===== src/hdl/rcsfd_pkg.sv =====
// ----------------------------------------------------------------------------
// rcsfd_pkg: shared types and constants of the rc serial frame decoder
// System ids, status codes, result fields and the id lookup function.
// ----------------------------------------------------------------------------
package rcsfd_pkg;

	// frame layout
	localparam logic [3:0] WORDS_PER_FRAME = 4'd7;
	localparam logic [6:0] CHANNEL_COUNT   = 7'd16;

	// system ids carried in the second header byte
	localparam logic [7:0] ID_DSM2_22 = 8'h01;
	localparam logic [7:0] ID_DSM2_11 = 8'h12;
	localparam logic [7:0] ID_DSMX_22 = 8'ha2;
	localparam logic [7:0] ID_DSMX_11 = 8'hb2;

	// system codes
	localparam logic [2:0] SYS_INVALID = 3'd0;
	localparam logic [2:0] SYS_DSM2_22 = 3'd1;
	localparam logic [2:0] SYS_DSM2_11 = 3'd2;
	localparam logic [2:0] SYS_DSMX_22 = 3'd3;
	localparam logic [2:0] SYS_DSMX_11 = 3'd4;

	// frame status codes
	localparam logic [1:0] FS_MORE  = 2'd0;
	localparam logic [1:0] FS_GOOD  = 2'd1;
	localparam logic [1:0] FS_ERROR = 2'd2;

	// configuration register indexes
	localparam logic CFG_AUX_MARGIN_WIDE   = 1'b0;
	localparam logic CFG_AUX_MARGIN_NARROW = 1'b1;

	// register reset values
	localparam logic [9:0] AUX_MARGIN_WIDE_RST   = 10'd111;
	localparam logic [8:0] AUX_MARGIN_NARROW_RST = 9'd56;

	// midpoints of the two value widths
	localparam logic [10:0] MID_NARROW = 11'd512;
	localparam logic [10:0] MID_WIDE   = 11'd1024;

	// aux channel range
	localparam logic [3:0] AUX_CH_LO = 4'd4;
	localparam logic [3:0] AUX_CH_HI = 4'd11;

	// one decoded word
	typedef struct packed {
		logic [3:0]         channel;
		logic [10:0]        raw_value;
		logic signed [10:0] centred_value;
		logic               aux_on;
		logic               word_ok;
		logic [2:0]         system_code;
	} rcsfd_word_t;

	// map a header system id to its system code
	function automatic logic [2:0] sys_from_id(input logic [7:0] id);
		logic [2:0] code;
		case (id)
			ID_DSM2_22: code = SYS_DSM2_22;
			ID_DSM2_11: code = SYS_DSM2_11;
			ID_DSMX_22: code = SYS_DSMX_22;
			ID_DSMX_11: code = SYS_DSMX_11;
			default:    code = SYS_INVALID;
		endcase
		return code;
	endfunction

endpackage


===== src/hdl/rcsfd_word_dec.sv =====
// ----------------------------------------------------------------------------
// rcsfd_word_dec: payload word decoder
// Splits one big-endian payload word into channel and value by system width,
// centres the value and evaluates the aux threshold.
// ----------------------------------------------------------------------------
module rcsfd_word_dec (
	input  logic [15:0]             word,
	input  logic [2:0]              sys,
	input  logic [9:0]              aux_margin_wide,
	input  logic [8:0]              aux_margin_narrow,
	output rcsfd_pkg::rcsfd_word_t  dec
);
	import rcsfd_pkg::*;

	logic               narrow;
	logic [5:0]         chan_full;
	logic [10:0]        raw;
	logic [10:0]        cen;
	logic [9:0]         margin;
	logic               bad;
	logic               aux;

	// field split by value width
	always_comb begin
		narrow = (sys == SYS_DSM2_22);
		if (narrow) begin
			chan_full = word[15:10];
			raw       = {1'b0, word[9:0]};
			cen       = raw - MID_NARROW;
			margin    = {1'b0, aux_margin_narrow};
		end else begin
			chan_full = {2'b00, word[14:11]};
			raw       = word[10:0];
			cen       = raw - MID_WIDE;
			margin    = aux_margin_wide;
		end
	end

	// word check and aux threshold
	always_comb begin
		bad = (sys == SYS_INVALID) || ({1'b0, chan_full} >= CHANNEL_COUNT);
		aux = (chan_full[3:0] >= AUX_CH_LO) && (chan_full[3:0] <= AUX_CH_HI)
			&& ($signed({cen[10], cen}) >= $signed({2'b00, margin}));
	end

	// bad words report zeros
	always_comb begin
		dec.system_code = sys;
		dec.word_ok     = !bad;
		if (bad) begin
			dec.channel       = '0;
			dec.raw_value     = '0;
			dec.centred_value = '0;
			dec.aux_on        = 1'b0;
		end else begin
			dec.channel       = chan_full[3:0];
			dec.raw_value     = raw;
			dec.centred_value = $signed(cen);
			dec.aux_on        = aux;
		end
	end

endmodule


===== src/hdl/rc_serial_frame_decoder_unit.sv =====
// ----------------------------------------------------------------------------
// rc_serial_frame_decoder_unit: byte stream decoder for rc receiver frames
// Hunts header pairs, assembles payload words and emits one decoded word each, up to the first bad word.
// ----------------------------------------------------------------------------
// The block takes one received byte per clock while s_tready is high. A byte
// is held in an input register, decoded by short logic against the frame
// state, and the result lands in an output register. The input keeps flowing
// while a result waits, as long as the output register is free or being
// emptied in the same cycle; only a stalled result with a byte already
// waiting holds the input. Results come only on completed payload words, up
// to and including a frame's first bad word (status FS_ERROR): m_tlast marks
// the final word, m_tuser carries word_ok, frame status and system code.
module rc_serial_frame_decoder_unit (
	input  logic        clk,
	input  logic        arst_n,
	// byte input, tdata: rx_byte[7:0]
	input  logic        s_tvalid,
	output logic        s_tready,
	input  logic [7:0]  s_tdata,
	// word output, tdata: channel[3:0], raw_value[14:4], centred_value[25:15],
	// aux_on[26], zero fill[31:27]
	output logic        m_tvalid,
	input  logic        m_tready,
	output logic [31:0] m_tdata,
	// tuser: word_ok[0], frame_status[2:1], system_code[5:3]
	output logic [5:0]  m_tuser,
	output logic        m_tlast,
	// configuration writes
	input  logic        cfg_we,
	input  logic        cfg_index,
	input  logic [9:0]  cfg_data
);
	import rcsfd_pkg::*;

	logic [9:0]  aux_margin_wide_q;
	logic [8:0]  aux_margin_narrow_q;

	logic        valid_s1;
	logic [7:0]  byte_s1;
	logic        advance;
	logic        step;

	logic        in_payload_q;
	logic [7:0]  header_first_q;
	logic        header_half_q;
	logic [3:0]  payload_count_q;
	logic [7:0]  high_byte_q;
	logic [2:0]  protocol_q;
	logic        frame_error_q;

	logic [3:0]  count_next;
	logic        is_last;
	logic        emit;
	rcsfd_word_t dec;

	logic        out_valid_q;
	rcsfd_word_t out_word_q;
	logic [1:0]  out_status_q;
	logic        out_last_q;

	// configuration registers
	always_ff @(posedge clk or negedge arst_n) begin
		if (!arst_n) begin
			aux_margin_wide_q   <= AUX_MARGIN_WIDE_RST;
			aux_margin_narrow_q <= AUX_MARGIN_NARROW_RST;
		end else if (cfg_we) begin
			case (cfg_index)
				CFG_AUX_MARGIN_WIDE:   aux_margin_wide_q   <= cfg_data;
				CFG_AUX_MARGIN_NARROW: aux_margin_narrow_q <= cfg_data[8:0];
				default: ;
			endcase
		end
	end

	// handshake: stage 1 moves when the output register is free or drains
	assign advance  = !out_valid_q || m_tready;
	assign s_tready = !valid_s1 || advance;
	assign step     = valid_s1 && advance;

	// input register
	always_ff @(posedge clk or negedge arst_n) begin
		if (!arst_n) begin
			valid_s1 <= 1'b0;
		end else if (s_tready) begin
			valid_s1 <= s_tvalid;
		end
	end

	always_ff @(posedge clk) begin
		if (s_tready && s_tvalid) begin
			byte_s1 <= s_tdata;
		end
	end

	// word assembly and decode
	assign count_next = payload_count_q + 4'd1;
	assign is_last    = (count_next >= WORDS_PER_FRAME);
	assign emit       = step && in_payload_q && header_half_q && !frame_error_q;

	rcsfd_word_dec u_word_dec (
		.word              ({high_byte_q, byte_s1}),
		.sys               (protocol_q),
		.aux_margin_wide   (aux_margin_wide_q),
		.aux_margin_narrow (aux_margin_narrow_q),
		.dec               (dec)
	);

	// frame state
	always_ff @(posedge clk or negedge arst_n) begin
		if (!arst_n) begin
			in_payload_q    <= 1'b0;
			header_first_q  <= '0;
			header_half_q   <= 1'b0;
			payload_count_q <= '0;
			high_byte_q     <= '0;
			protocol_q      <= SYS_INVALID;
			frame_error_q   <= 1'b0;
		end else if (step) begin
			if (!in_payload_q) begin
				// header hunt, bytes in pairs
				if (!header_half_q) begin
					header_first_q <= byte_s1;
					header_half_q  <= 1'b1;
				end else begin
					header_half_q <= 1'b0;
					protocol_q    <= sys_from_id(byte_s1);
					if ((sys_from_id(byte_s1) != SYS_INVALID)
						&& (header_first_q[7:2] == 6'd0)) begin
						in_payload_q    <= 1'b1;
						payload_count_q <= '0;
						frame_error_q   <= 1'b0;
					end
				end
			end else if (!header_half_q) begin
				high_byte_q   <= byte_s1;
				header_half_q <= 1'b1;
			end else begin
				header_half_q <= 1'b0;
				if (is_last) begin
					in_payload_q    <= 1'b0;
					payload_count_q <= '0;
				end else begin
					payload_count_q <= count_next;
				end
				// a bad word ends decoding for this frame
				if (!frame_error_q && !dec.word_ok) begin
					protocol_q    <= SYS_INVALID;
					frame_error_q <= 1'b1;
				end
			end
		end
	end

	// output register
	always_ff @(posedge clk or negedge arst_n) begin
		if (!arst_n) begin
			out_valid_q <= 1'b0;
		end else if (advance) begin
			out_valid_q <= emit;
		end
	end

	always_ff @(posedge clk) begin
		if (advance && emit) begin
			out_word_q <= dec;
			out_last_q <= is_last;
			if (!dec.word_ok) begin
				out_status_q <= FS_ERROR;
			end else if (is_last) begin
				out_status_q <= FS_GOOD;
			end else begin
				out_status_q <= FS_MORE;
			end
		end
	end

	// output packing
	assign m_tvalid = out_valid_q;
	assign m_tdata  = {5'b00000, out_word_q.aux_on, out_word_q.centred_value,
		out_word_q.raw_value, out_word_q.channel};
	assign m_tuser  = {out_word_q.system_code, out_status_q, out_word_q.word_ok};
	assign m_tlast  = out_last_q;

endmodule

===== config.mk =====
export PLATFORM = sky130hd
export DESIGN_NAME = rc_serial_frame_decoder_unit
export DESIGN_NICKNAME = d
export VERILOG_FILES = /design/src/hdl/rcsfd_pkg.sv /design/src/hdl/rcsfd_word_dec.sv /design/src/hdl/rc_serial_frame_decoder_unit.sv
export SDC_FILE = /design/constraint.sdc
export NUM_CORES = 1
export LEC_CHECK = 0
export ABC_AREA = 1
export ABC_CLOCK_PERIOD_IN_PS = 6150
export BUFFER_PORTS_ARGS = -buffer_cell sky130_fd_sc_hd__buf_2
export CORE_ASPECT_RATIO = 0.75
export CORE_UTILIZATION = 59
export DETAILED_ROUTE_END_ITERATION = 8
export PLACE_DENSITY = 0.95
export SLEW_MARGIN = 20
export SYNTH_ARGS = -nofsm -noshare
export SYNTH_HDL_FRONTEND = slang
export SYNTH_SLANG_ARGS = --single-unit

===== constraint.sdc =====
create_clock -name clk -period 6.15 [get_ports clk]
set_clock_uncertainty 0.1 [all_clocks]
set_input_delay 0 -clock clk [delete_from_list [all_inputs] [get_ports clk]]
set_output_delay 0 -clock clk [all_outputs]
set_load 0.01 [all_outputs]

# Word-level counts from Yosys, hierarchy flattened

Index checks and enable logic that the tools add are counted.

Output and inout bits: 41
Flip-flop bits (word level): 89
Bits of input ports: 24
Word-level logic and storage cells: 94

Reduce and logical (&&, ||, !) cells: 29
Add/subtract/negate cells: 3
Bitwise logic cells: 3
Order comparisons: 5
Eq/ne operators: 6
Mux-type cells: 27

Operator list:

| cell                                                                                | count |
|---|---|
| 4-bit two-way mux                                                                   | 5 |
| 3-bit two-way mux                                                                   | 6 |
| 8-bit == test, second input constant                                                | 2 |
| 1-bit two-way mux                                                                   | 12 |
| 3-bit case mux with 4 select lines                                                  | 1 |
| 3-bit AND reduction                                                                 | 4 |
| 11-bit greater-or-equal comparator                                                  | 1 |
| 11-bit two-way mux                                                                  | 1 |
| 10-bit by 10-bit subtractor with 11-bit output, second input constant               | 1 |
| 11-bit subtractor, second input constant                                            | 1 |
| 1-bit logical AND                                                                   | 10 |
| 10-bit two-way mux                                                                  | 1 |
| 8-bit by 1-bit == test with 1-bit output, second input constant                     | 1 |
| 8-bit by 5-bit == test with 1-bit output, second input constant                     | 1 |
| 4-bit by 3-bit greater-or-equal comparator with 1-bit output, second input constant | 2 |
| 6-bit by 5-bit greater-or-equal comparator with 1-bit output, second input constant | 1 |
| 6-bit logical NOT                                                                   | 1 |
| 6-bit two-way mux                                                                   | 1 |
| 4-bit by 1-bit adder with 4-bit output, second input constant                       | 1 |
| 4-bit less-or-equal comparator, second input constant                               | 1 |
| 1-bit logical NOT                                                                   | 4 |
| 2-bit AND reduction                                                                 | 2 |
| 4-bit AND reduction                                                                 | 1 |
| 3-bit by 1-bit == test with 1-bit output, second input constant                     | 1 |
| other kinds (7)                                                                     | 11 |

# Logic depth before layout (Yosys ltp)

Word-level depth: 10
Depth in mapped cells: 15
Gate-level depth less buffers: 15

# Cells and area by module

From an unflattened synthesis, not the netlist that was laid out.

Cells, all modules: 388
Area total of the unflattened synthesis: 3927.5 um2

By module, submodules not included:

| module                       | area an instance (um2) | cells an instance | seq. area each (um2) | instances |
|---|---|---|---|---|
| rc_serial_frame_decoder_unit | 3246.9                 | 271               | 2398.6               | 1 |
| rcsfd_word_dec               | 680.7                  | 117               | 0.0                  | 1 |

# Worst setup path before layout

OpenSTA, ideal clock, no wires.

Path kind: register -> register
Start point: reg out_valid_q (netlist: m_tvalid)
End point: reg out_word_q (netlist bit m_tdata[0]), enable pin
Setup slack: 3.699 ns
Clock period less this slack: 2.451 ns
Stages on the path, launching flop included: 6
Setup time: 0.408 ns
Data required time: 5.642 ns
Buffers on the path: 0
Arrival: 1.943 ns
Cell sequence: dfrtp_1 -> nand2_1 -> nand2_1 -> nor2_4 -> nand2_1 -> nor2_1

Cells in the longest elaborated chain, start to end: 7

Ends and longest elaborated chain:

| element                        | RTL line                            | RTL |
|---|---|---|
| from (decl)                    | rc_serial_frame_decoder_unit.sv:56  | `logic out_valid_q;` |
| from (signal assigned)         | rc_serial_frame_decoder_unit.sv:159 | `out_valid_q <= emit;` |
| 1-bit logical NOT *            | rc_serial_frame_decoder_unit.sv:76  | `assign advance = !out_valid_q \|\| m_tready;` |
| 1-bit logical OR *             | rc_serial_frame_decoder_unit.sv:76  |  |
| 1-bit logical AND              | rc_serial_frame_decoder_unit.sv:78  | `assign step = valid_s1 && advance;` |
| 1-bit logical AND (3 in a row) | rc_serial_frame_decoder_unit.sv:98  | `assign emit = step && in_payload_q && header_half_q && !frame_error_q;` |
| 1-bit logical AND *            | rc_serial_frame_decoder_unit.sv:164 | `if (advance && emit) begin` |
| to (signal assigned)           | rc_serial_frame_decoder_unit.sv:165 | `out_word_q <= dec;` |
| to (decl)                      | rc_serial_frame_decoder_unit.sv:57  | `rcsfd_word_t out_word_q;` |

Every way passes the cells marked *; elsewhere a longest branch is shown, timed or not.
A chain may end at the register's enable or synchronous reset.

# Worst setup path in the final report

Start point: reg protocol_q[1]
End point: reg out_word_q (netlist bit m_tdata[26]), data pin

Cells in the longest elaborated chain, start to end: 5
Elaborated cells between the ends (all ways): 12
Classes of those cells: 4 x order compare; 1 x eq/ne; 3 x mux; 4 x reduce/logical

Ends and longest elaborated chain:

| element                                                                    | RTL line                            | RTL |
|---|---|---|
| from (decl)                                                                | rc_serial_frame_decoder_unit.sv:48  | `logic [2:0] protocol_q;` |
| from (signal assigned)                                                     | rc_serial_frame_decoder_unit.sv:126 | `protocol_q <= sys_from_id(byte_s1);` |
| branches (longest 5 deep; another with 11-bit greater-or-equal comparator) | --                                  |  |

Parallel ways; which one is timed is not known.

==> run summary <==
crit path time final - 2.28 ns
commonest non-fill, non-tap cell in the layout - nand2_1
htree depth - 3
clk slew on worst S/H paths - 0.08 ns
Leakage Power - 2.01 nW
Filler cells - 395
drc violations - 0
RR Startpoint - protocol_q[1]
Die W - 91.7 um
most frequent cells in the layout - nand2_1 (93), buf_2 (58), dfrtp_1 (36)
clock sink count - 78
initial antenna violation count - 0
Cells after Synth - 361
Fin. Hold Viols - 0
CP Max Fanout - 17
First-pass DRT Iterations - 5
first-pass GRT wire length - 11.8 mm
core area - 5830 sq um
Pwr Density - 284 nW/um^2
Yosys warnings - 0
Starting Density - 0.611
R2R setup slack - 3.87 ns
Synth-to-Final Area Change - 20.7%
Final Max Slew Viols - 0
share of post-route cells with drive strength above 1 - 0.237
full die area - 6350 sq um
DRT antenna net count - 0
FF+latch count, synth - 78
WHS - 0.0793 ns
DR WL/cell - 14.0 um
Ports - 65
Reg2Reg Depth - 12
Hold Path Class - in -> async
CTS root buffer - clkbuf_8
vias per cell - 5.17
detailed placer's ending HPWL - 4.86 mm
area occupied by multi-input gates - 1160 sq um
CP Data Arrival Time - 2.29 ns
RSZ-0062 raised after global routing - false
post_cts resized - 0
Post-Route WL - 7.30 mm
antenna diode count - 0
Setup TNS - 0 ns
CTS Buf Count - 9
f_max - 438 MHz
RR Endpoint - m_tdata[26]
Worst Tran Pin Value - 0.664 ns
vias in the first global route - 2488
Setup crit end kind - flop
via count - 2691
port buffer count - 59
final worst path period share - 0.371
Max Cap Viol - 0
final setup vio count - 0
register area - 2130 sq um
Tot GR Track Use - 0.246
die height - 69.3 um
final net count - 474
worst vdd rail ir drop - 0.000180 V
Setup crit start kind - flop
Power Total - 1.22 mW
worst rel slew slack - 0.557
Mean Syn Cell Area - 9.86 sq um
CP required - 6.16 ns
Clock Path Buffers - 2
Skew-Pair Late Insertion Delay - 0.36 ns
Yosys cell types - 32
Initial DRC Count - 252
status - complete, no violations
synthesized area - 3560 sq um
FP Rows - 24
Remaining Overflow, GRT - 0
Routability Congestion - 0.829
CTS tree - built
pin count of the biggest net entering global routing - 46
register area share after synthesis - 0.598
crit path kind - reg -> reg
[stage by stage]
step                cell area, sq um  worst slack (ns)  utilization  cells
floorplan                       3580              3.70            -    365
CTS                             4290              3.81        0.736    521
global route                    4300              3.68        0.738    521
detailed placement              3840              3.85        0.659    482
global placement                3840              3.96        0.659    482
finish                          4300              3.87        0.738    521
[area by class of cell]
type / count / share of cell area
Timing Repair Buffer: 82 / 0.123
Clock buffer: 9 / 0.0288
Multi-Input combinational cell: 223 / 0.269
Clock inverter: 7 / 0.0224
Sequential cell: 78 / 0.495
Inverter: 44 / 0.0384
Tap cell: 78 / 0.0227
[worst max-delay path by stage]
stage                  startpoint          end  slack [ns]  cells after the start
CTS                      m_tvalid  m_tdata[13]        3.81                      5
floorplan                m_tvalid   m_tdata[0]        3.70                      5
detailed placement       m_tvalid  m_tdata[13]        3.85                      5
global route        protocol_q[1]  m_tdata[26]        3.68                     12
global placement         m_tvalid  m_tdata[12]        3.96                      5
finish              protocol_q[1]  m_tdata[26]        3.87                     12
[flip-flops by register name, summed over array words and instances, names as in the netlist]
signal,count
m_tdata,18
m_tvalid,1
aux_margin_narrow_q,9
aux_margin_wide_q,10
payload_count_q,4
header_half_q,1
frame_error_q,1
in_payload_q,1
protocol_q,3
m_tlast,1
out_status_q,2
high_byte_q,8
byte_s1,8
valid_s1,1
header_first_q,6
m_tuser,4
[worst max-delay path: stages (launching register included)]
cell	delay [ns]
dfrtp_1	0.43
nor2_4	0.17
nand2_4	0.18
mux2i_1	0.22
ha_1	0.27
nand2_1	0.10
inv_1	0.05
a21oi_1	0.13
nand2_1	0.07
nand2_1	0.05
nand3_1	0.09
nand2_1	0.10
a21oi_2	0.05
[cells in the mapped netlist]
library cell / n / area share
dfrtp_1: 36 / 0.25
mux2i_1: 8 / 0.022
nor3_1: 3 / 0.0042
nand2_4: 1 / 0.0032
dfstp_2: 9 / 0.066
o21a_1: 1 / 0.0021
edfxtp_1: 33 / 0.28
mux2_2: 1 / 0.0032
buf_2: 4 / 0.0056
nand4_1: 1 / 0.0018
nand3_2: 1 / 0.0028
o21ai_0: 19 / 0.027
nand3b_1: 1 / 0.0021
o31ai_1: 1 / 0.0021
o21ai_1: 22 / 0.031
xor2_1: 3 / 0.0074
nand2_2: 1 / 0.0018
inv_1: 31 / 0.033
clkbuf_1: 2 / 0.0021
nand3_1: 8 / 0.011
inv_2: 12 / 0.013
conb_1: 1 / 0.0011
nor2_4: 2 / 0.0063
buf_4: 14 / 0.030
nor2_1: 31 / 0.033
a21oi_1: 5 / 0.0070
a21boi_1: 1 / 0.0021
ha_1: 12 / 0.042
clkinv_1: 1 / 0.0011
nand2_1: 93 / 0.098
o21ai_2: 2 / 0.0049
a21oi_2: 1 / 0.0025
[cell families (layout without fill, tap and decap cells)]
group                      count (synthesis)  count (layout)  synth area share
AOI/OAI and AO/OA                         52              52            0.0784
xor gates and xnor gates                   3               3           0.00738
adders and majority gates                 12              12            0.0422
buffers and inverters                     64             142            0.0836
DFF                                       78              78             0.598
muxes                                      9               9            0.0257
other                                      1               5           0.00105
and+or+nand+nor                          142             142             0.164
[where the power goes]
part | internal, mW | switching [mW] | total (mW) | leakage (nW)
Sequential | 0.596 | 0.0384 | 0.634 | 0.838
Combinational | 0.0673 | 0.0999 | 0.167 | 1.07
Clock | 0.230 | 0.190 | 0.419 | 0.104
Total | 0.893 | 0.328 | 1.22 | 2.01
[layer usage]
layer | wire length (um) | share of wire | vias up | track usage
li1 | - | - | 1303 | -
met5 | 0 | 0 | - | 0
met1 | 3060 | 0.42 | 1244 | 0.304
met2 | 3530 | 0.48 | 126 | 0.409
met3 | 551 | 0.075 | 18 | 0.0833
met4 | 164 | 0.022 | 0 | 0.0868
[repair_timing]
item | 4_1_cts | 5_1_grt
hold buffers | 23 | 0
buffers inserted | 0 | 0
hold endpoints to repair | 65 | 0
Note: power is estimated with default switching activity, not from simulation.
